$ cat src/azsc_pkg.sv
// Package for the auto-zero settle checker: sizes, codes and the
// request/response structs shared by the sequencer and the window unit.
// No dependencies.
package azsc_pkg;

    // Ring depth; the mean is a shift, so this stays a power of two.
    localparam int NUM_SAMPLES = 8;
    localparam int SMP_W       = 16;
    localparam int IDX_W       = $clog2(NUM_SAMPLES);
    localparam int CNT_W       = $clog2(NUM_SAMPLES + 1);
    localparam int SUM_W       = SMP_W + IDX_W;

    localparam int IC_W  = 10;
    localparam int EC_W  = 12;
    localparam int VAR_W = 16;

    localparam int CFG_IDX_W  = 3;
    localparam int CFG_DATA_W = 16;
    localparam int IN_DATA_W  = 16;
    localparam int OUT_DATA_W = 24;

    // register indexes
    localparam logic [CFG_IDX_W-1:0] REG_SETTLE   = 3'd0;
    localparam logic [CFG_IDX_W-1:0] REG_INTERVAL = 3'd1;
    localparam logic [CFG_IDX_W-1:0] REG_MAX_SAMP = 3'd2;
    localparam logic [CFG_IDX_W-1:0] REG_VARIANCE = 3'd3;
    localparam logic [CFG_IDX_W-1:0] REG_MIN_ZERO = 3'd4;
    localparam logic [CFG_IDX_W-1:0] REG_MAX_ZERO = 3'd5;

    // operations
    localparam logic OP_START = 1'b0;
    localparam logic OP_TICK  = 1'b1;

    // phases
    localparam logic [1:0] PH_IDLE       = 2'd0;
    localparam logic [1:0] PH_SETTLE_ON  = 2'd1;
    localparam logic [1:0] PH_SAMPLING   = 2'd2;
    localparam logic [1:0] PH_SETTLE_OFF = 2'd3;

    // status
    localparam logic [1:0] ST_UNDECIDED = 2'd0;
    localparam logic [1:0] ST_PASS      = 2'd1;
    localparam logic [1:0] ST_FAIL      = 2'd2;

    typedef struct packed {
        logic                    wr_en;
        logic [IDX_W-1:0]        wr_addr;
        logic signed [SMP_W-1:0] wr_data;
        logic                    start;
    } t_win_req;

    typedef struct packed {
        logic                    done;
        logic                    settled;
        logic signed [SMP_W-1:0] mean;
    } t_win_rsp;

endpackage

$ cat src/azsc_window.sv
// Sample ring memory and window sweep: min, max and sum over the ring.
// Depends on azsc_pkg.
module azsc_window
    import azsc_pkg::*;
(
    input  logic               i_clk,
    input  logic               i_rst_n,
    input  t_win_req           i_req,
    input  logic [VAR_W-1:0]   i_variance,
    output t_win_rsp           o_rsp
);

    logic signed [SMP_W-1:0] r_mem [NUM_SAMPLES];
    logic signed [SMP_W-1:0] r_rd_data;
    logic [IDX_W-1:0]        r_rd_addr;
    logic                    r_issue;
    logic                    r_rd_vld;
    logic                    r_rd_last;
    logic                    r_first;
    logic                    r_fin;
    logic signed [SMP_W-1:0] r_min;
    logic signed [SMP_W-1:0] r_max;
    logic signed [SUM_W-1:0] r_sum;

    logic signed [SMP_W:0]   range_s;
    logic signed [SUM_W-1:0] sum_adj;
    logic signed [SUM_W-1:0] mean_full;

    // Memory: one write port, one registered read port. The write lands on
    // the start edge and reads begin in the cycle after, so no forwarding needed.
    always_ff @(posedge i_clk) begin
        if (i_req.wr_en) begin
            r_mem[i_req.wr_addr] <= i_req.wr_data;
        end
        if (r_issue) begin
            r_rd_data <= r_mem[r_rd_addr];
        end
        r_rd_last <= (r_rd_addr == IDX_W'(NUM_SAMPLES - 1));
    end

    always_ff @(posedge i_clk) begin
        if (!i_rst_n) begin
            r_issue   <= 1'b0;
            r_rd_vld  <= 1'b0;
            r_fin     <= 1'b0;
            r_first   <= 1'b0;
            r_rd_addr <= '0;
        end else begin
            r_rd_vld <= r_issue;
            r_fin    <= r_rd_vld && r_rd_last;
            if (i_req.start) begin
                r_issue   <= 1'b1;
                r_rd_addr <= '0;
                r_first   <= 1'b1;
            end else if (r_issue) begin
                r_rd_addr <= r_rd_addr + 1'b1;
                if (r_rd_addr == IDX_W'(NUM_SAMPLES - 1)) begin
                    r_issue <= 1'b0;
                end
            end
            if (r_rd_vld) begin
                r_first <= 1'b0;
            end
        end
    end

    // accumulators
    always_ff @(posedge i_clk) begin
        if (r_rd_vld) begin
            if (r_first) begin
                r_min <= r_rd_data;
                r_max <= r_rd_data;
                r_sum <= SUM_W'(r_rd_data);
            end else begin
                if (r_rd_data < r_min) r_min <= r_rd_data;
                if (r_rd_data > r_max) r_max <= r_rd_data;
                r_sum <= r_sum + SUM_W'(r_rd_data);
            end
        end
    end

    // all pairs within variance <=> max - min below variance
    assign range_s   = {r_max[SMP_W-1], r_max} - {r_min[SMP_W-1], r_min};
    // truncate toward zero: bias negative sums before the shift
    assign sum_adj   = r_sum + (r_sum[SUM_W-1] ? SUM_W'(NUM_SAMPLES - 1) : SUM_W'(0));
    assign mean_full = sum_adj >>> IDX_W;

    assign o_rsp.done    = r_fin;
    assign o_rsp.settled = $unsigned(range_s) < {1'b0, i_variance};
    assign o_rsp.mean    = mean_full[SMP_W-1:0];

endmodule

$ cat src/sensor_auto_zero_settle_check_top.sv
// Auto-zero settle checker, top level: config registers, phase sequencer,
// output register. Depends on azsc_pkg and azsc_window.
//
//  channel   | direction | payload
//  ----------+-----------+--------------------------------------------------
//  s_axis    | in        | tuser: operation; tdata: pressure_sample
//  m_axis    | out       | tdata: phase, done_res, status, zero_value
//  cfg       | in        | i_cfg_index (register), i_cfg_data (value)
//
// A start or a tick without a full-ring check is accepted, then loads the
// output register. A sample that completes the ring runs a window sweep
// through the ring memory, one entry per cycle, before the output load.
// Reset clears the sequencer, counters and status; the ring is not cleared,
// since a start empties it logically and entries are written before read.
// Input is taken only while the sequencer is idle; a result waiting on
// m_axis does not block the next input, only the next result load.
module sensor_auto_zero_settle_check_top
    import azsc_pkg::*;
(
    input  logic                  i_clk,
    input  logic                  i_rst_n,
    // config write channel
    input  logic                  i_cfg_valid,
    output logic                  o_cfg_ready,
    input  logic [CFG_IDX_W-1:0]  i_cfg_index,
    input  logic [CFG_DATA_W-1:0] i_cfg_data,
    // input stream
    input  logic                  s_axis_tvalid,
    output logic                  s_axis_tready,
    input  logic [IN_DATA_W-1:0]  s_axis_tdata,   // [15:0] pressure_sample
    input  logic                  s_axis_tuser,   // [0] operation
    // result stream
    output logic                  m_axis_tvalid,
    input  logic                  m_axis_tready,
    output logic [OUT_DATA_W-1:0] m_axis_tdata    // [1:0] phase, [2] done_res,
                                                  // [4:3] status, [20:5] zero_value
);

    localparam logic [1:0] S_IDLE  = 2'd0;
    localparam logic [1:0] S_CHECK = 2'd1;
    localparam logic [1:0] S_EMIT  = 2'd2;

    localparam logic [IC_W-1:0] IC_MAX = '1;
    localparam logic [EC_W-1:0] EC_MAX = '1;

    // config registers
    logic [IC_W-1:0]         r_settle;
    logic [IC_W-1:0]         r_interval;
    logic [EC_W-1:0]         r_max_samp;
    logic [VAR_W-1:0]        r_variance;
    logic signed [SMP_W-1:0] r_min_zero;
    logic signed [SMP_W-1:0] r_max_zero;

    // sequencer state
    logic [1:0]              r_state, n_state;
    logic [1:0]              r_phase, n_phase;
    logic [IC_W-1:0]         r_ic, n_ic;
    logic [EC_W-1:0]         r_ec, n_ec;
    logic [CNT_W-1:0]        r_sc, n_sc;
    logic [IDX_W-1:0]        r_wi, n_wi;
    logic [1:0]              r_status, n_status;
    logic signed [SMP_W-1:0] r_zero, n_zero;
    logic                    r_done, n_done;

    logic                    r_m_valid;
    logic [OUT_DATA_W-1:0]   r_m_data;

    logic                    s_xfer;
    logic                    out_load;
    logic [IC_W-1:0]         ic_inc;
    logic [EC_W-1:0]         ec_inc;
    logic [CNT_W-1:0]        sc_take;
    t_win_req                win_req;
    t_win_rsp                win_rsp;

    assign o_cfg_ready   = 1'b1;
    assign s_axis_tready = (r_state == S_IDLE);
    assign s_xfer        = s_axis_tvalid && s_axis_tready;
    assign out_load      = (r_state == S_EMIT) && (!r_m_valid || m_axis_tready);

    assign ic_inc  = (r_ic == IC_MAX) ? r_ic : r_ic + 1'b1;
    assign ec_inc  = (r_ec == EC_MAX) ? r_ec : r_ec + 1'b1;
    assign sc_take = (r_sc < CNT_W'(NUM_SAMPLES)) ? r_sc + 1'b1 : r_sc;

    // config writes; unknown indexes are dropped
    always_ff @(posedge i_clk) begin
        if (!i_rst_n) begin
            r_settle   <= IC_W'(50);
            r_interval <= IC_W'(20);
            r_max_samp <= EC_W'(100);
            r_variance <= VAR_W'(16);
            r_min_zero <= -SMP_W'(1000);
            r_max_zero <= SMP_W'(1000);
        end else if (i_cfg_valid && o_cfg_ready) begin
            unique case (i_cfg_index)
                REG_SETTLE:   r_settle   <= i_cfg_data[IC_W-1:0];
                REG_INTERVAL: r_interval <= i_cfg_data[IC_W-1:0];
                REG_MAX_SAMP: r_max_samp <= i_cfg_data[EC_W-1:0];
                REG_VARIANCE: r_variance <= i_cfg_data[VAR_W-1:0];
                REG_MIN_ZERO: r_min_zero <= i_cfg_data[SMP_W-1:0];
                REG_MAX_ZERO: r_max_zero <= i_cfg_data[SMP_W-1:0];
                default: ;
            endcase
        end
    end

    // next-state logic
    always_comb begin
        n_state  = r_state;
        n_phase  = r_phase;
        n_ic     = r_ic;
        n_ec     = r_ec;
        n_sc     = r_sc;
        n_wi     = r_wi;
        n_status = r_status;
        n_zero   = r_zero;
        n_done   = r_done;
        win_req  = '0;
        unique case (r_state)
            S_IDLE: begin
                if (s_xfer) begin
                    n_done  = 1'b0;
                    n_state = S_EMIT;
                    if (s_axis_tuser == OP_START) begin
                        n_phase  = PH_SETTLE_ON;
                        n_ic     = '0;
                        n_ec     = '0;
                        n_sc     = '0;
                        n_wi     = '0;
                        n_status = ST_UNDECIDED;
                    end else begin
                        unique case (r_phase)
                            PH_SETTLE_ON: begin
                                n_ic = ic_inc;
                                if (ic_inc >= r_settle) begin
                                    n_phase = PH_SAMPLING;
                                    n_sc    = '0;
                                    n_ic    = '0;
                                end
                            end
                            PH_SAMPLING: begin
                                if (r_sc != '0) n_ec = ec_inc;
                                n_ic = ic_inc;
                                if (ic_inc >= r_interval) begin
                                    n_ic            = '0;
                                    // elapsed time counts from the first sample
                                    if (r_sc == '0) n_ec = '0;
                                    n_sc            = sc_take;
                                    n_wi            = (r_wi == IDX_W'(NUM_SAMPLES - 1))
                                                      ? '0 : r_wi + 1'b1;
                                    win_req.wr_en   = 1'b1;
                                    win_req.wr_addr = r_wi;
                                    win_req.wr_data = s_axis_tdata[SMP_W-1:0];
                                    if (sc_take == CNT_W'(NUM_SAMPLES)) begin
                                        win_req.start = 1'b1;
                                        n_state       = S_CHECK;
                                    end
                                end
                            end
                            PH_SETTLE_OFF: begin
                                n_ic = ic_inc;
                                if (ic_inc >= r_settle) begin
                                    n_phase = PH_IDLE;
                                    n_ic    = '0;
                                    n_done  = 1'b1;
                                end
                            end
                            PH_IDLE: ;
                            default: ;
                        endcase
                    end
                end
            end
            S_CHECK: begin
                if (win_rsp.done) begin
                    n_state = S_EMIT;
                    if (win_rsp.settled) begin
                        n_zero   = win_rsp.mean;
                        n_status = (win_rsp.mean > r_min_zero && win_rsp.mean < r_max_zero)
                                   ? ST_PASS : ST_FAIL;
                        n_phase  = PH_SETTLE_OFF;
                        n_ic     = '0;
                    end else if (r_ec > r_max_samp) begin
                        n_status = ST_FAIL;
                        n_phase  = PH_SETTLE_OFF;
                        n_ic     = '0;
                    end
                end
            end
            S_EMIT: begin
                if (out_load) n_state = S_IDLE;
            end
            default: n_state = S_IDLE;
        endcase
    end

    always_ff @(posedge i_clk) begin
        if (!i_rst_n) begin
            r_state  <= S_IDLE;
            r_phase  <= PH_IDLE;
            r_ic     <= '0;
            r_ec     <= '0;
            r_sc     <= '0;
            r_wi     <= '0;
            r_status <= ST_UNDECIDED;
            r_zero   <= '0;
            r_done   <= 1'b0;
        end else begin
            r_state  <= n_state;
            r_phase  <= n_phase;
            r_ic     <= n_ic;
            r_ec     <= n_ec;
            r_sc     <= n_sc;
            r_wi     <= n_wi;
            r_status <= n_status;
            r_zero   <= n_zero;
            r_done   <= n_done;
        end
    end

    // output register: parts the result side from the input side
    always_ff @(posedge i_clk) begin
        if (!i_rst_n) begin
            r_m_valid <= 1'b0;
        end else if (out_load) begin
            r_m_valid <= 1'b1;
        end else if (m_axis_tready) begin
            r_m_valid <= 1'b0;
        end
    end

    always_ff @(posedge i_clk) begin
        if (out_load) begin
            r_m_data <= {3'b000, r_zero, r_status, r_done, r_phase};
        end
    end

    assign m_axis_tvalid = r_m_valid;
    assign m_axis_tdata  = r_m_data;

    azsc_window u_window (
        .i_clk      (i_clk),
        .i_rst_n    (i_rst_n),
        .i_req      (win_req),
        .i_variance (r_variance),
        .o_rsp      (win_rsp)
    );

endmodule

$ cat config.mk
export PLATFORM = sky130hd
export DESIGN_NAME = sensor_auto_zero_settle_check_top
export DESIGN_NICKNAME = d
export VERILOG_FILES = /design/src/azsc_pkg.sv /design/src/azsc_window.sv /design/src/sensor_auto_zero_settle_check_top.sv
export SDC_FILE = /design/constraint.sdc
export NUM_CORES = 1
export LEC_CHECK = 0
export BUFFER_PORTS_ARGS = -buffer_cell sky130_fd_sc_hd__buf_2
export CAP_MARGIN = 15
export CELL_PAD_IN_SITES_DETAIL_PLACEMENT = 1
export CELL_PAD_IN_SITES_GLOBAL_PLACEMENT = 1
export CORE_UTILIZATION = 38
export CTS_CLUSTER_SIZE = 20
export DETAILED_ROUTE_END_ITERATION = 6
export GPL_TIMING_DRIVEN = 0
export HOLD_SLACK_MARGIN = 0.06
export PLACE_DENSITY = 0.65
export SLEW_MARGIN = 10
export SYNTH_ARGS = -nofsm -noshare
export SYNTH_HDL_FRONTEND = slang
export SYNTH_SLANG_ARGS = --single-unit
$ cat constraint.sdc
create_clock -name i_clk -period 8.42 [get_ports i_clk]
set_clock_uncertainty 0.15 [all_clocks]
set_input_delay 1.684 -clock i_clk [delete_from_list [all_inputs] [get_ports i_clk]]
set_output_delay 1.684 -clock i_clk [all_outputs]
set_load 0.01 [all_outputs]
Word-level counts from Yosys, hierarchy flattened
Memories as Yosys holds them, arrays and structs flattened. A register that Yosys moved wholly into a read port is not among the register bits.
Index checks and enable logic that the tools add are counted.
{"block": "totals", "reg_bits": 213, "word_cells": 179, "mem_count": 1, "inputBits": 41, "ramBits": 128, "out_inout_bits": 27}
{"name": "u_window.r_mem", "words": 8, "width": 16, "read_ports": 1, "rd_clocked_by_memory_dff": 1, "write_ports": 1, "line": "azsc_window.sv:13", "rtl": "logic signed [SMP_W-1:0] r_mem [NUM_SAMPLES];"}
{"block": "op_classes", "eq_ne": 29, "addsub": 8, "bitwise": 1, "mux": 71, "n_reduce_logical": 34, "n_lt_le_gt_ge": 9}
{"op": "two-way mux 21 bit", "count": 5}
{"op": "two-way mux 10 bit", "count": 8}
{"op": "two-way mux 12 bit", "count": 6}
{"op": "two-way mux 16 bit", "count": 4}
{"op": "two-way mux 2 bit", "count": 20}
{"op": "case mux 10 bit (2 select lines)", "count": 2}
{"op": "> comparator 16 bit", "count": 2}
{"op": "< comparator 16 bit", "count": 2}
{"op": ">= comparator 10 bit", "count": 2}
{"op": "adder 19 x 16 -> 19 bit", "count": 1}
{"op": "adder 19 bit", "count": 1}
{"op": "two-way mux 19 bit", "count": 1}
{"op": "AND reduction 2 bit", "count": 9}
{"op": "< comparator 17 x 16 -> 1 bit", "count": 1}
{"op": "subtractor 16 x 16 -> 17 bit", "count": 1}
{"op": "two-way mux 4 bit", "count": 4}
{"op": "two-way mux 3 bit", "count": 5}
{"op": "AND reduction 5 bit", "count": 3}
{"op": "adder 12 x 1 -> 12 bit (second input constant)", "count": 1}
{"op": "== test 12 bit (second input constant)", "count": 1}
{"op": "== test 3 bit (second input constant)", "count": 4}
{"op": "> comparator 12 bit", "count": 1}
{"op": "case mux 2 bit (2 select lines)", "count": 3}
{"op": "two-way mux 1 bit", "count": 11}
{"op": "33 further kinds", "count": 54}

Logic depth before layout (Yosys ltp)
Gate-level depths: netlist of run 1.
{"block": "depth", "word_depth": 11, "depth_mapped": 20, "ltp_nobuf": 19}

Modules after synthesis
A second synthesis of run 1 with hierarchy kept.
{"block": "unflattened", "cells_unflattened": 1684, "hier_area_um2": 18208.7}
{"mod": "azsc_window", "seq_area_each_um2": 6015.8, "area_each_um2": 10356.2, "cells_per_inst": 740, "instances": 1}
{"mod": "sensor_auto_zero_settle_check_top", "seq_area_each_um2": 3293.2, "area_each_um2": 7852.5, "cells_per_inst": 944, "instances": 1}

Worst setup path after synthesis of run 1
No wires, ideal clock.
{"block": "synth_path", "kind": "reg2reg", "start": "reg r_ic[3]", "end": "mem u_window.r_mem[1][0], enable pin", "required_ns": 7.861, "path_buffers": 0, "stages_incl_launch_ff": 14, "arrival_time_ns": 4.204, "setup_slack_ns": 3.657, "period_less_slack_ns": 4.763, "setup_time_ns": 0.409, "cell_sequence": "dfxtp_1 and4_1 and2_1 and3_1 nand3_1 and3_1 xor2_1 ha_1 nand3_1 or4_1 a31o_2 nor2_1 nand2_1 nor3_1"}
{"block": "synth_via", "elab_chain_cells": 10, "elab_cells_between_ends": 11, "cone_classes": "1 x add/sub; 1 x order compare; 1 x eq/ne; 8 x mux"}
{"element": "from (decl)", "line": "sensor_auto_zero_settle_check_top.sv:57", "rtl": "logic [IC_W-1:0] r_ic, n_ic;"}
{"element": "from (signal assigned)", "line": "sensor_auto_zero_settle_check_top.sv:211", "rtl": "r_ic <= n_ic;"}
{"element": "adder 10 x 1 -> 10 bit or == test 10 bit (tied branches)", "line": "sensor_auto_zero_settle_check_top.sv:81", "rtl": "assign ic_inc = (r_ic == IC_MAX) ? r_ic : r_ic + 1'b1;"}
{"element": "two-way mux 10 bit *", "line": "sensor_auto_zero_settle_check_top.sv:81"}
{"element": ">= comparator 10 bit *", "line": "sensor_auto_zero_settle_check_top.sv:144", "rtl": "if (ic_inc >= r_interval) begin"}
{"element": "two-way mux 21 bit *", "line": "sensor_auto_zero_settle_check_top.sv:144"}
{"element": "two-way mux 21 bit *", "line": "sensor_auto_zero_settle_check_top.sv:132", "rtl": "unique case (r_phase)"}
{"element": "two-way mux 21 bit *", "line": "sensor_auto_zero_settle_check_top.sv:124", "rtl": "if (s_axis_tuser == OP_START) begin"}
{"element": "two-way mux 21 bit *", "line": "sensor_auto_zero_settle_check_top.sv:121", "rtl": "if (s_xfer) begin"}
{"element": "two-way mux 21 bit *", "line": "sensor_auto_zero_settle_check_top.sv:119", "rtl": "unique case (r_state)"}
{"element": "two-way mux 1 bit", "line": "azsc_window.sv:32", "rtl": "if (i_req.wr_en) begin"}
{"element": "two-way mux 1 bit (not written as such)", "line": "azsc_window.sv:33", "rtl": "r_mem[i_req.wr_addr] <= i_req.wr_data;"}
{"element": "to (decl)", "line": "azsc_window.sv:13"}
Every way passes the cells marked *; elsewhere a longest branch is shown, timed or not.

Worst setup path after layout of run 1
{"block": "layout_path", "start": "reg u_window.r_min[1]", "end": "reg r_status[1]"}
{"block": "layout_via", "elab_chain_cells": 5, "elab_cells_between_ends": 7, "cone_classes": "1 x add/sub; 1 x order compare; 1 x eq/ne; 3 x mux; 1 x reduce/logical"}
{"element": "from (decl)", "line": "azsc_window.sv:21", "rtl": "logic signed [SMP_W-1:0] r_min;"}
{"element": "from (signal assigned)", "line": "azsc_window.sv:71", "rtl": "r_min <= r_rd_data;"}
{"element": "from (signal assigned)", "line": "azsc_window.sv:75", "rtl": "if (r_rd_data < r_min) r_min <= r_rd_data;"}
{"element": "subtractor 16 x 16 -> 17 bit *", "line": "azsc_window.sv:83", "rtl": "assign range_s = {r_max[SMP_W-1], r_max} - {r_min[SMP_W-1], r_min};"}
{"element": "< comparator 17 x 16 -> 1 bit *", "line": "azsc_window.sv:89", "rtl": "assign o_rsp.settled = $unsigned(range_s) < {1'b0, i_variance};"}
{"element": "two-way mux 2 bit", "line": "sensor_auto_zero_settle_check_top.sv:177", "rtl": "if (win_rsp.settled) begin"}
{"element": "two-way mux 2 bit", "line": "sensor_auto_zero_settle_check_top.sv:175", "rtl": "if (win_rsp.done) begin"}
{"element": "case mux 2 bit (2 select lines)", "line": "sensor_auto_zero_settle_check_top.sv:119"}
{"element": "to (signal assigned)", "line": "sensor_auto_zero_settle_check_top.sv:215", "rtl": "r_status <= n_status;"}
{"element": "to (decl)", "line": "sensor_auto_zero_settle_check_top.sv:61", "rtl": "logic [1:0] r_status, n_status;"}
Every way passes the cells marked *; elsewhere a longest branch is shown, timed or not. The select of a mux whose other input is x is not followed.
A chain may end at the register's enable or synchronous reset.

==> summary.txt, run 1 <==
Synthesis
  • Number of synthesized flops with an enable pin: approximately 220
  • Synth async-reset ratio: 0
  • Yosys top cell area share: 0.356
  • Unique masters post-synth: between 70 and 80
  • Biggest area contributors in the synthesized netlist: edfxtp_1 36%, dfxtp_1 16%, ha_1 11%, nand2_1 4.8%, mux4_2 4.0%
  • Netlist area before placement: ~18000 um2
  • Gate count of the mapped netlist: 1674
  • Post-synthesis register bit count: 357
  • Average footprint of a synthesized cell: between 10 and 15 um2
  • Largest area contributor in the synthesized netlist: edfxtp_1
  • Sequential-to-total area share from yosys stat: 0.511
  • Yosys warning count: 0
  • Most used flip-flop cell after synthesis: edfxtp_1

STA
  • Share of the clock period used by the worst path after layout: 0.689
  • Slew at the pin closest to its max-slew limit: 1.08 ns
  • Final count of hold timing violations: 0
  • Achievable Freq: 0.172 GHz
  • Aggregate negative setup slack: 0 ns
  • Time the worst path needs with I/O delays and setup: ~5.8 ns
  • Pins over their slew limit: 0
  • Final-report setup violation count: 0
  • Unrepaired setup endpoints after global routing: no
  • Worst-case headroom to the max-slew limit: 0.272

Final layout
  • Most common cell after layout, fill and taps aside: nand2_1
  • Antenna diodes: 0
  • Area growth, synth to finish: 14.7%
  • Final cell count without fillers: 2429
  • Highest-count cells in the layout ignoring fill and taps: 233 x nand2_1, 216 x edfxtp_1, 153 x ha_1, 141 x dfxtp_1, 127 x inv_1
  • Layout net count: roughly 2000
  • Ratio of cells with drive above 1 in the final layout: 0.123

GRT
  • Global-route usage over all layers: 0.206
  • Number of global-route vias before repair: between 10000 and 15000
  • Antenna violations before repair: 0
  • Wire length of the first global-routing pass: between 70 and 80 mm
  • Largest net degree at the start of global routing: 25
  • Final global-route overflow total: 0

Routing
  • Avg Vias per Cell: ~5.4
  • Detailed-route DRC error count: 1
  • Sum of routed wire length over all layers: between 40 and 50 mm
  • Number of DRC markers in iteration 0: between 600 and 700
  • Post-DRT Antenna Nets: 0
  • Number of optimization iterations in the first detailed-route pass: 7
  • Vias: 13000
  • DR WL/cell: just over 20 um

Critical path
  • Slack of the worst reg-to-reg path: between 2 and 3 ns
  • Critical path start-end classification: flip-flop to flip-flop
  • Endpoint type of the worst setup path: flip-flop
  • Largest stage delay, worst path: 0.93 ns
  • Worst-path cell chain: inv_1, ha_1, nor2b_1, o21ai_0, a21boi_0, o31a_1, a221o_1, or4_1, nand2_1, xnor2_1, ha_1, nand3_1, nor2_1, o31a_1, o21ai_0, nand3_1, a21oi_2, nor4b_1, o221ai_1
  • Critical path launch point type: flip-flop
  • CP required: between 8 and 9 ns
  • Critical path's top delay family: compound AO/OA/AOI/OAI gates
  • Cell type of the slowest stage on the worst timing path: nor4b_1
  • Data arrival time at the worst-slack endpoint: about 6 ns
  • Maximum fanout along the worst path: 6
  • Worst path buffer plus inverter count: 1

Run status
  • Failing checks: DRC
  • Status: finished, violations left

Placement
  • Last weighted congestion value of the routability-driven placer: just over 0.8
  • Number of placed instances, taps included: between 2000 and 2500
  • Post-DP HPWL: ~37 mm
  • Count of buffers from port buffering: 61

Floorplanning
  • Initial standard-cell utilization of the core: 0.388
  • Vertical die dimension: roughly 220 um
  • Area of the core region: between 40000 and 50000 um2
  • Ports placed on the boundary: 68
  • Rows: 79
  • Die width: between 200 and 250 um
  • Die Outline Area: between 40000 and 50000 um2

Clock network
  • Number of instances resized during post-cts repair: 0
  • Clock-pin slew on the worst setup and hold paths: ~0.060 ns
  • Post CTS Setup Buffer Count: 0
  • TritonCTS Buffers: 40
  • Clock insertion delay at the later pin of the skew report: 0.58 ns
  • Root buffer selected by CTS: clkbuf_16
  • Maximum buffer depth of the clock tree: 3
  • Num Clock Sinks: between 300 and 400
  • Hold-fix buffers at CTS: 0
  • CTS tree: yes
  • Maximum level of the CTS H-tree: 2

Power and ir drop
  • Standby leakage power: approximately 7.5 nW
  • VDD IR max: approximately 0.25 mV
  • Total power density per cell area: ~180 nW/um2

Worst hold path
  • Hold/Removal Path Class: flip-flop to flip-flop

Flow run
  • Number of violations of the max-capacitance limit: 0
worst reg2reg max path, stage by stage, from the launching register on:
cell	delay [ns]
edfxtp_1	0.41
inv_1	0.10
ha_1	0.22
nor2b_1	0.12
o21ai_0	0.22
a21boi_0	0.20
o31a_1	0.38
a221o_1	0.36
or4_1	0.43
nand2_1	0.13
xnor2_1	0.14
ha_1	0.26
nand3_1	0.12
nor2_1	0.06
o31a_1	0.22
o21ai_0	0.15
nand3_1	0.21
a21oi_2	0.54
nor4b_1	0.94
o221ai_1	0.25
report_power, final:
part,switching (W),internal (W)
clock,0.000768,0.00110
combinational,0.0000854,0.0000392
sequential,0.00000761,0.00185
total,0.000861,0.00298
layer usage:
metal	wire length, um	track usage
met1	23700	0.278
met2	24100	0.350
met3	1170	0.0276
met4	944	0.0539
met5	0	0
area by class of cell:
| cell class | count | area, um2 |
|---|---|---|
| Buffer | 52 | 228 |
| Fill cell | 5054 | 26100 |
| Timing Repair Buffer | 73 | 470 |
| Multi-Input combinational cell | 1139 | 8230 |
| Sequential cell | 357 | 9310 |
| Clock buffer | 50 | 1100 |
| Inverter | 128 | 480 |
| Tap cell | 607 | 759 |
| Clock inverter | 23 | 307 |
sequential cells by signal, summed over array words and instances (netlist names), 4 cells and up:
name	count
r_settle	10
m_axis_tdata	21
r_interval	10
u_window.r_mem	128
r_sc	4
r_ec	12
r_max_samp	12
u_window.r_sum	19
r_min_zero	16
r_zero	16
u_window.r_max	16
u_window.r_min	16
r_max_zero	16
r_ic	10
u_window.r_rd_data	16
r_variance	16
per-stage QoR:
| step | power, W | util | instance area [um2] | setup slack [ns] | hold WS, ns |
|---|---|---|---|---|---|
| final | 0.00385 | 0.445 | 20900 | 2.62 | 0.281 |
| after global routing | 0.00397 | 0.445 | 20900 | 2.26 | 0.285 |
| after CTS | 0.00388 | 0.445 | 20900 | 2.64 | 0.282 |
| after detailed placement | 0.00202 | 0.415 | 19500 | 2.69 | 0.268 |
| after global placement | 0.00202 | 0.411 | 19300 | 1.79 | 0.265 |
| after floorplan | 0.00196 | - | 18200 | 3.66 | 0.253 |
synthesized netlist by cell type (5+ instances only):
cell type  count
nand3b_1       6
nor3_1        28
ha_1         153
o221ai_1       5
nor4b_1        5
xor2_1        19
a31oi_1        9
a311oi_1       6
a21oi_1      122
and3_1        12
a21o_1        25
o21ai_0       56
edfxtp_1     216
nand4_1       20
nand2b_1      20
a211oi_1       9
o211ai_1      29
and4_1         7
mux2i_1       29
o31ai_1        8
clkbuf_1      40
inv_1        127
mux4_2        32
nand3_1       28
nor2_1        85
nor4_1         7
or3_1          6
dfxtp_1      141
nor2b_1       19
nand2_1      233
o21a_1        15
xnor2_1       31
buf_4          6
or2_2          6
mux2_2        19
and2_1        29
final timing paths:
check	from	to	depth (start not counted)
worst max-delay path	u_window.r_min[1]	r_status[1]	19
worst max register to register	u_window.r_min[1]	r_status[1]	19
worst min-delay path	r_zero[0]	m_axis_tdata[5]	0
worst min register to register	r_zero[0]	m_axis_tdata[5]	0
cells by family after synthesis:
kind of cell	count (synthesis)	share of synthesized area
AO/OA/AOI/OAI	329	0.116
XOR/XNOR	50	0.0241
adder cells (fa/ha/maj)	155	0.107
buffers and inverters	180	0.0389
flip-flops	357	0.511
multiplexers	80	0.0673
other	2	0.000412
AND/OR/NAND/NOR	521	0.134
Power figures use the tool's default switching activity.
==> run 2, diff against run 1 <==
Clock period 8.42 ns to 5.6 ns, I/O delays scaled along.
==> run 2 against run 1 <==
Effect of this change:
- the flow still finishes with violations (DRC)
- cell count is 0.21% higher
- non-clock buffer count is 5 higher
- sequential power is 50% higher
==> summary.txt, run 2 (synthesis gave the netlist of run 1 again) <==
Critical path
  • CP required: ~5.7 ns
  • Critical path launch point type: flip-flop
  • Slack of the worst reg-to-reg path: around 0.44 ns
  • Critical path start-end classification: flip-flop to flip-flop
  • Maximum fanout along the worst path: 10
  • Data arrival time at the worst-slack endpoint: around 5.3 ns
  • Endpoint type of the worst setup path: flip-flop

Worst hold path
  • Hold/Removal Path Class: flip-flop to flip-flop

GRT
  • Number of global-route vias before repair: around 14000
  • Largest net degree at the start of global routing: 25
  • Antenna violations before repair: 0
  • Wire length of the first global-routing pass: 78.3 mm
  • Final global-route overflow total: 0
  • Global-route usage over all layers: 0.206

Power and ir drop
  • Sequential share of power: 0.483
  • Switching power total: between 0.001 and 0.0015 W
  • Standby leakage power: between 7 and 8 nW
  • Relative contribution of combinational cells to total power: 0.032
  • Total power density per cell area: about 280 nW/um2
  • Total power: around 0.0058 W
  • Internal power summed over all cells: roughly 0.0045 W
  • Switch share: 0.224
  • Clock share of power: 0.485
  • VDD IR max: between 0.3 and 0.4 mV

Final layout
  • Antenna diodes: 0
  • Highest-count cells in the layout ignoring fill and taps: 233 x nand2_1, 216 x edfxtp_1, 153 x ha_1, 141 x dfxtp_1, 127 x inv_1
  • Layout net count: 1992
  • Largest reg by FF count: u_window.r_mem
  • Flip-flop count of the largest register, all copies and words added: between 100 and 150
  • Footprint of the flip-flops and latches: approximately 9300 um2
  • Post-route cell area: 20900 um2
  • Most common cell after layout, fill and taps aside: nand2_1
  • Ratio of cells with drive above 1 in the final layout: 0.126
  • Final cell count without fillers: 2434
  • Area used by multi-input combinational logic: a little over 8000 um2
  • Area growth, synth to finish: 15.1%
  • Number of inserted filler cells in the final layout: just over 5000
  • Core Util, Final: 0.446

Floorplanning
  • Area of the core region: ~47000 um2
  • Initial standard-cell utilization of the core: 0.388
  • Die Outline Area: around 50000 um2
  • Die width: about 220 um
  • Rows: a little under 80
  • Vertical die dimension: 221 um
  • Ports placed on the boundary: just under 70

Routing
  • Detailed-route DRC error count: 1
  • Met1 Routed Length: about 24 mm
  • Met2 WL: approximately 24 mm
  • Met3 wire length: 1.26 mm
  • Number of DRC markers in iteration 0: 719
  • Sum of routed wire length over all layers: between 40 and 50 mm
  • Avg Vias per Cell: roughly 5.4
  • Vias: ~13000
  • DR WL/cell: a little over 20 um
  • Highest layer used for signal routing: met4
  • Number of optimization iterations in the first detailed-route pass: 7
  • Post-DRT Antenna Nets: 0

Clock network
  • Maximum level of the CTS H-tree: 2
  • CTS tree: yes
  • TritonCTS Buffers: 40
  • Num Clock Sinks: 357
  • Root buffer selected by CTS: clkbuf_16
  • Clock-pin slew on the worst setup and hold paths: ~0.060 ns
  • Clock insertion delay at the later pin of the skew report: between 0.5 and 0.6 ns
  • Maximum buffer depth of the clock tree: 3

STA
  • Time the worst path needs with I/O delays and setup: approximately 5.2 ns
  • Worst-case headroom to the max-slew limit: 0.0661
  • WHS: ~0.28 ns
  • Share of the clock period used by the worst path after layout: 0.921
  • Slew at the pin closest to its max-slew limit: 1.38 ns
  • Final count of hold timing violations: 0
  • Final-report setup violation count: 0
  • Achievable Freq: between 0.15 and 0.2 GHz
  • Unrepaired setup endpoints after global routing: no
  • Pins over their slew limit: 0

Run status
  • Failing checks: DRC
  • Status: finished, violations left

Placement
  • Count of buffers from port buffering: 61
  • Post-DP HPWL: between 30 and 40 mm
  • Number of placed instances, taps included: between 2000 and 2500
  • Area after detailed placement: 19500 um2
  • Last weighted congestion value of the routability-driven placer: around 0.83

Flow run
  • Number of violations of the max-capacitance limit: 0
==> run 2: changes by cell type in the layout (fill, tap and decap cells not counted) <==
cell / delta
nor4b_1: -1
buf_4: +5
a21oi_4: +1
a21oi_2: -1
nor4b_4: +1
==> run 2: power groups by stage <==
stage	clock [W]	combinational, W	sequential [W]
finish	0.00280	0.000188	0.00279
global route	0.00296	0.000209	0.00279
CTS	0.00286	0.000190	0.00279
detailed placement	0	0.000188	0.00285
global placement	0	0.000183	0.00285
floorplan	0	0.000101	0.00285
==> run 2: worst paths after layout <==
path,start,end,depth (start not counted)
hold reg to reg,r_zero[0],m_axis_tdata[5],0
setup reg to reg,r_ic[3],u_window.r_mem[5][9],15
hold / removal,r_zero[0],m_axis_tdata[5],0
setup / recovery,r_ic[3],u_window.r_mem[5][9],15
==> run 2: cell type report <==
| class | instances | share of cell area |
|---|---|---|
| Inverter | 128 | 0.0229 |
| Tap cell | 607 | 0.0363 |
| Sequential cell | 357 | 0.444 |
| Multi-Input combinational cell | 1139 | 0.394 |
| Clock inverter | 23 | 0.0146 |
| Buffer | 52 | 0.0109 |
| Timing Repair Buffer | 78 | 0.0243 |
| Clock buffer | 50 | 0.0525 |
==> run 2: repair_timing <==
action	4_1_cts	5_1_grt
buffers inserted	0	5
hold buffers	0	0
gates resized for setup	1	2
endpoints found under the setup margin	2	13
pin swaps	0	1
==> run 2: worst max-delay path: stages (launching register included) <==
cell	delay, ns
dfxtp_1	0.37
and4_1	0.23
and2_1	0.20
and3_1	0.21
nand3_1	0.16
nand2_1	0.09
xnor2_1	0.47
ha_1	0.28
o21a_1	0.13
nor2_1	0.04
or4_1	0.57
a31o_2	0.34
nor2_1	0.55
nand2_1	0.30
nor2_2	0.54
buf_8	0.24
==> run 2: per-stage QoR <==
step	worst slack, ns	setup TNS [ns]
floorplan	0.837	0
CTS	0.156	0
finish	0.445	0
global route	0.0809	0
detailed placement	-0.129	-0.129
global placement	-1.03	-35.56
==> run 2: layer usage <==
metal,GRT usage,up-vias
li1,-,6308
met5,0,-
met1,0.277,6523
met2,0.350,161
met3,0.0276,61
met4,0.0539,0
==> run 3, diff against run 2 <==
Settings changed: ABC_AREA set to 1, PLACE_DENSITY 0.65 to 0.67.
==> run 3 against run 2 <==
Effect of this change:
- the run now ends clean
- clock power decreased by 5%
- critical path type unchanged
- via count increased by 13%
- synthesized cell count increased by 21%
- highest routed layer unchanged
- wire length increased by 7.1%
- hold slack improved by 0.024 ns
- design area decreased by 0.16%
- die area increased by 0.48%
- register-to-register slack improved by 0.25 ns
- largest cell class unchanged
- critical endpoint is now u_window.r_mem[6][11]
==> summary.txt, run 3 <==
Run status
  • Status: finished clean

GRT
  • Largest net degree at the start of global routing: 23
  • Global-route usage over all layers: 0.221
  • Wire length of the first global-routing pass: around 84 mm
  • Final global-route overflow total: 0
  • Number of global-route vias before repair: roughly 15000
  • Antenna violations before repair: 0

Power and ir drop
  • Total power density per cell area: about 280 nW/um2
  • Switching power total: about 0.0014 W
  • Clock share of power: 0.456
  • Standby leakage power: 8.95 nW
  • Relative contribution of combinational cells to total power: 0.061
  • VDD IR max: about 0.32 mV
  • Internal power summed over all cells: approximately 0.0044 W
  • Sequential share of power: 0.484
  • Switch share: 0.246

STA
  • WHS: 0.306 ns
  • Final-report setup violation count: 0
  • Unrepaired setup endpoints after global routing: no
  • Share of the clock period used by the worst path after layout: 0.876
  • Aggregate negative setup slack: 0 ns
  • Pins over their slew limit: 0
  • Slew at the pin closest to its max-slew limit: about 1.1 ns
  • Final count of hold timing violations: 0
  • Achievable Freq: between 0.2 and 0.25 GHz
  • Worst-case headroom to the max-slew limit: 0.288
  • Time the worst path needs with I/O delays and setup: just under 5 ns

Final layout
  • Most common cell after layout, fill and taps aside: nand2_1
  • Area growth, synth to finish: 14.3%
  • Flip-flop count of the largest register, all copies and words added: 128
  • Layout net count: roughly 2300
  • Ratio of cells with drive above 1 in the final layout: 0.0837
  • Antenna diodes: 0
  • Largest reg by FF count: u_window.r_mem
  • Highest-count cells in the layout ignoring fill and taps: 283 x nand2_1, 262 x nor2_1, 247 x inv_1, 216 x edfxtp_1, 191 x o21ai_0

Floorplanning
  • Ports placed on the boundary: 68
  • Vertical die dimension: around 220 um
  • Rows: 80
  • Area of the core region: 47600 um2
  • Initial standard-cell utilization of the core: 0.384
  • Die Outline Area: just under 50000 um2
  • Die width: 221 um

Clock network
  • Post CTS Setup Buffer Count: 0
  • CTS tree: yes
  • Hold-fix buffers at CTS: 0
  • Clock-pin slew on the worst setup and hold paths: about 0.060 ns
  • Maximum buffer depth of the clock tree: 3
  • Number of instances resized during post-cts repair: 0
  • Num Clock Sinks: ~360
  • TritonCTS Buffers: 42
  • Root buffer selected by CTS: clkbuf_16
  • Clock insertion delay at the later pin of the skew report: roughly 0.58 ns
  • Maximum level of the CTS H-tree: 2

Placement
  • Last weighted congestion value of the routability-driven placer: roughly 0.84
  • Count of buffers from port buffering: 63
  • Post-DP HPWL: roughly 40 mm

Routing
  • Number of optimization iterations in the first detailed-route pass: 7
  • Sum of routed wire length over all layers: between 50 and 60 mm
  • Avg Vias per Cell: approximately 5.2
  • Post-DRT Antenna Nets: 0
  • Vias: 14700
  • DR WL/cell: 19.1 um
  • Number of DRC markers in iteration 0: 775
  • Detailed-route DRC error count: 0

Worst hold path
  • Hold/Removal Path Class: flip-flop to flip-flop
  • Hold Startpoint: r_zero[7]
  • Cell depth of the worst hold path: 0
  • Hold Path Sink: m_axis_tdata[12]

Synthesis
  • Synth async-reset ratio: 0
  • Most used flip-flop cell after synthesis: edfxtp_1
  • Average footprint of a synthesized cell: approximately 9.0 um2
  • Ranking of synthesized cells by instance count: 283 x nand2_1, 271 x nor2_1, 247 x inv_1
  • Largest area contributor in the synthesized netlist: edfxtp_1
  • Number of synthesized flops with an enable pin: ~220
  • Sequential-to-total area share from yosys stat: 0.509
  • Gate count of the mapped netlist: 2033
  • Yosys top cell area share: 0.355
  • Netlist area before placement: between 15000 and 20000 um2
  • Unique masters post-synth: approximately 50
  • Biggest area contributors in the synthesized netlist: edfxtp_1 35%, dfxtp_1 15%, ha_1 10%, nand2_1 5.8%, nor2_1 5.6%
  • Yosys warning count: 0
  • Most used standard cell by instance count after synthesis: nand2_1
  • Post-synthesis register bit count: roughly 360

Critical path
  • Startpoint of the most critical register-to-register path: r_ic[1]
  • Endpoint type of the worst setup path: flip-flop
  • Capturing point of the worst reg2reg path: u_window.r_mem[6][11]
  • Maximum fanout along the worst path: 10
  • Logic depth of the worst register-to-register path: 15
  • Critical path launch point type: flip-flop
  • Data arrival time at the worst-slack endpoint: 5.00 ns
  • Critical path start-end classification: flip-flop to flip-flop
  • Slack of the worst reg-to-reg path: ~0.7 ns
  • CP required: about 5.7 ns

Flow run
  • Number of violations of the max-capacitance limit: 0
-- run 3: cell count changes after synthesis, sizes merged, moves of 19 or more --
cell	delta
a21oi	+74
nor2	+193
xnor2	-20
a21o	-22
nand2b	-20
nand2	+55
and2	-25
mux4	-32
inv	+124
nand3	+20
mux2i	-28
o21ai	+151
nor2b	-19
mux2	-19
-- run 3: power groups by stage --
stage | Combinational, W | Sequential [W] | Clock, W
detailed placement | 0.000350 | 0.00289 | 0
floorplan | 0.000206 | 0.00288 | 0
CTS | 0.000353 | 0.00283 | 0.00273
global placement | 0.000332 | 0.00288 | 0
finish | 0.000355 | 0.00283 | 0.00267
global route | 0.000395 | 0.00283 | 0.00282
-- run 3: worst max-delay path by stage --
stage	from	end	slack, ns	cells after the start
floorplan	r_ic[1]	u_window.r_mem[4][0]	1.64	16
global placement	r_ic[1]	u_window.r_mem[6][9]	0.18	16
CTS	r_ic[1]	u_window.r_mem[7][7]	0.67	15
global route	r_ic[1]	u_window.r_mem[7][7]	0.32	15
detailed placement	r_ic[1]	u_window.r_mem[6][7]	0.68	15
finish	r_ic[1]	u_window.r_mem[6][11]	0.69	15
-- run 3: logic make-up (layout without fill, tap and decap cells) --
kind of cell	count (synthesis)	in the layout	synth area share
other	2	4	0.000411
muxes	1	1	0.000547
AOI/OAI and AO/OA	501	501	0.149
xor gates and xnor gates	39	39	0.0187
buffers and inverters	314	465	0.0662
and+or+nand+nor	664	664	0.149
DFF	357	357	0.509
adders and majority gates	155	155	0.107
-- run 3: cell type report --
type                    instances  area, um2
clock inverters                22        203
multi-input cells            1364       7810
clock buffers                  55       1140
flip-flops and latches        357       9310
fillers                      5553      26700
well taps                     615        769
inverters                     255        957
plain buffers                  59        254
repair buffers                 74        469
-- run 3: worst max-delay path, stage by stage (launching register included) --
cell,delay [ns]
dfxtp_1,0.39
ha_1,0.23
nand3_1,0.14
nor2_1,0.22
nand3_1,0.33
nand4_1,0.27
nor3_1,0.08
xor2_1,0.34
ha_1,0.32
a21oi_1,0.15
o21ai_0,0.09
a21oi_1,0.13
nand3_1,0.36
nand2_1,0.47
clkbuf_1,0.54
nor2_1,0.32
-- run 3: per-layer routing --
| layer | share of wire | track usage | routed length, um | vias up |
|---|---|---|---|---|
| met2 | 0.48 | 0.374 | 25400 | 233 |
| li1 | - | - | - | 7183 |
| met4 | 0.023 | 0.0688 | 1250 | 0 |
| met1 | 0.47 | 0.296 | 25100 | 7208 |
| met3 | 0.033 | 0.0247 | 1760 | 73 |
| met5 | 0 | 0 | 0 | - |
-- run 3: per-stage QoR --
stage | power (W) | utilization | std cells | worst slack (ns) | area [um2]
2_1_floorplan | 0.00309 | - | 2035 | 1.64 | 18300
3_3_place_gp | 0.00322 | 0.407 | 2713 | 0.185 | 19400
3_5_place_dp | 0.00324 | 0.411 | 2724 | 0.676 | 19600
4_1_cts | 0.00592 | 0.439 | 2801 | 0.674 | 20900
5_1_grt | 0.00605 | 0.439 | 2801 | 0.319 | 20900
6_report | 0.00585 | 0.439 | 2801 | 0.694 | 20900
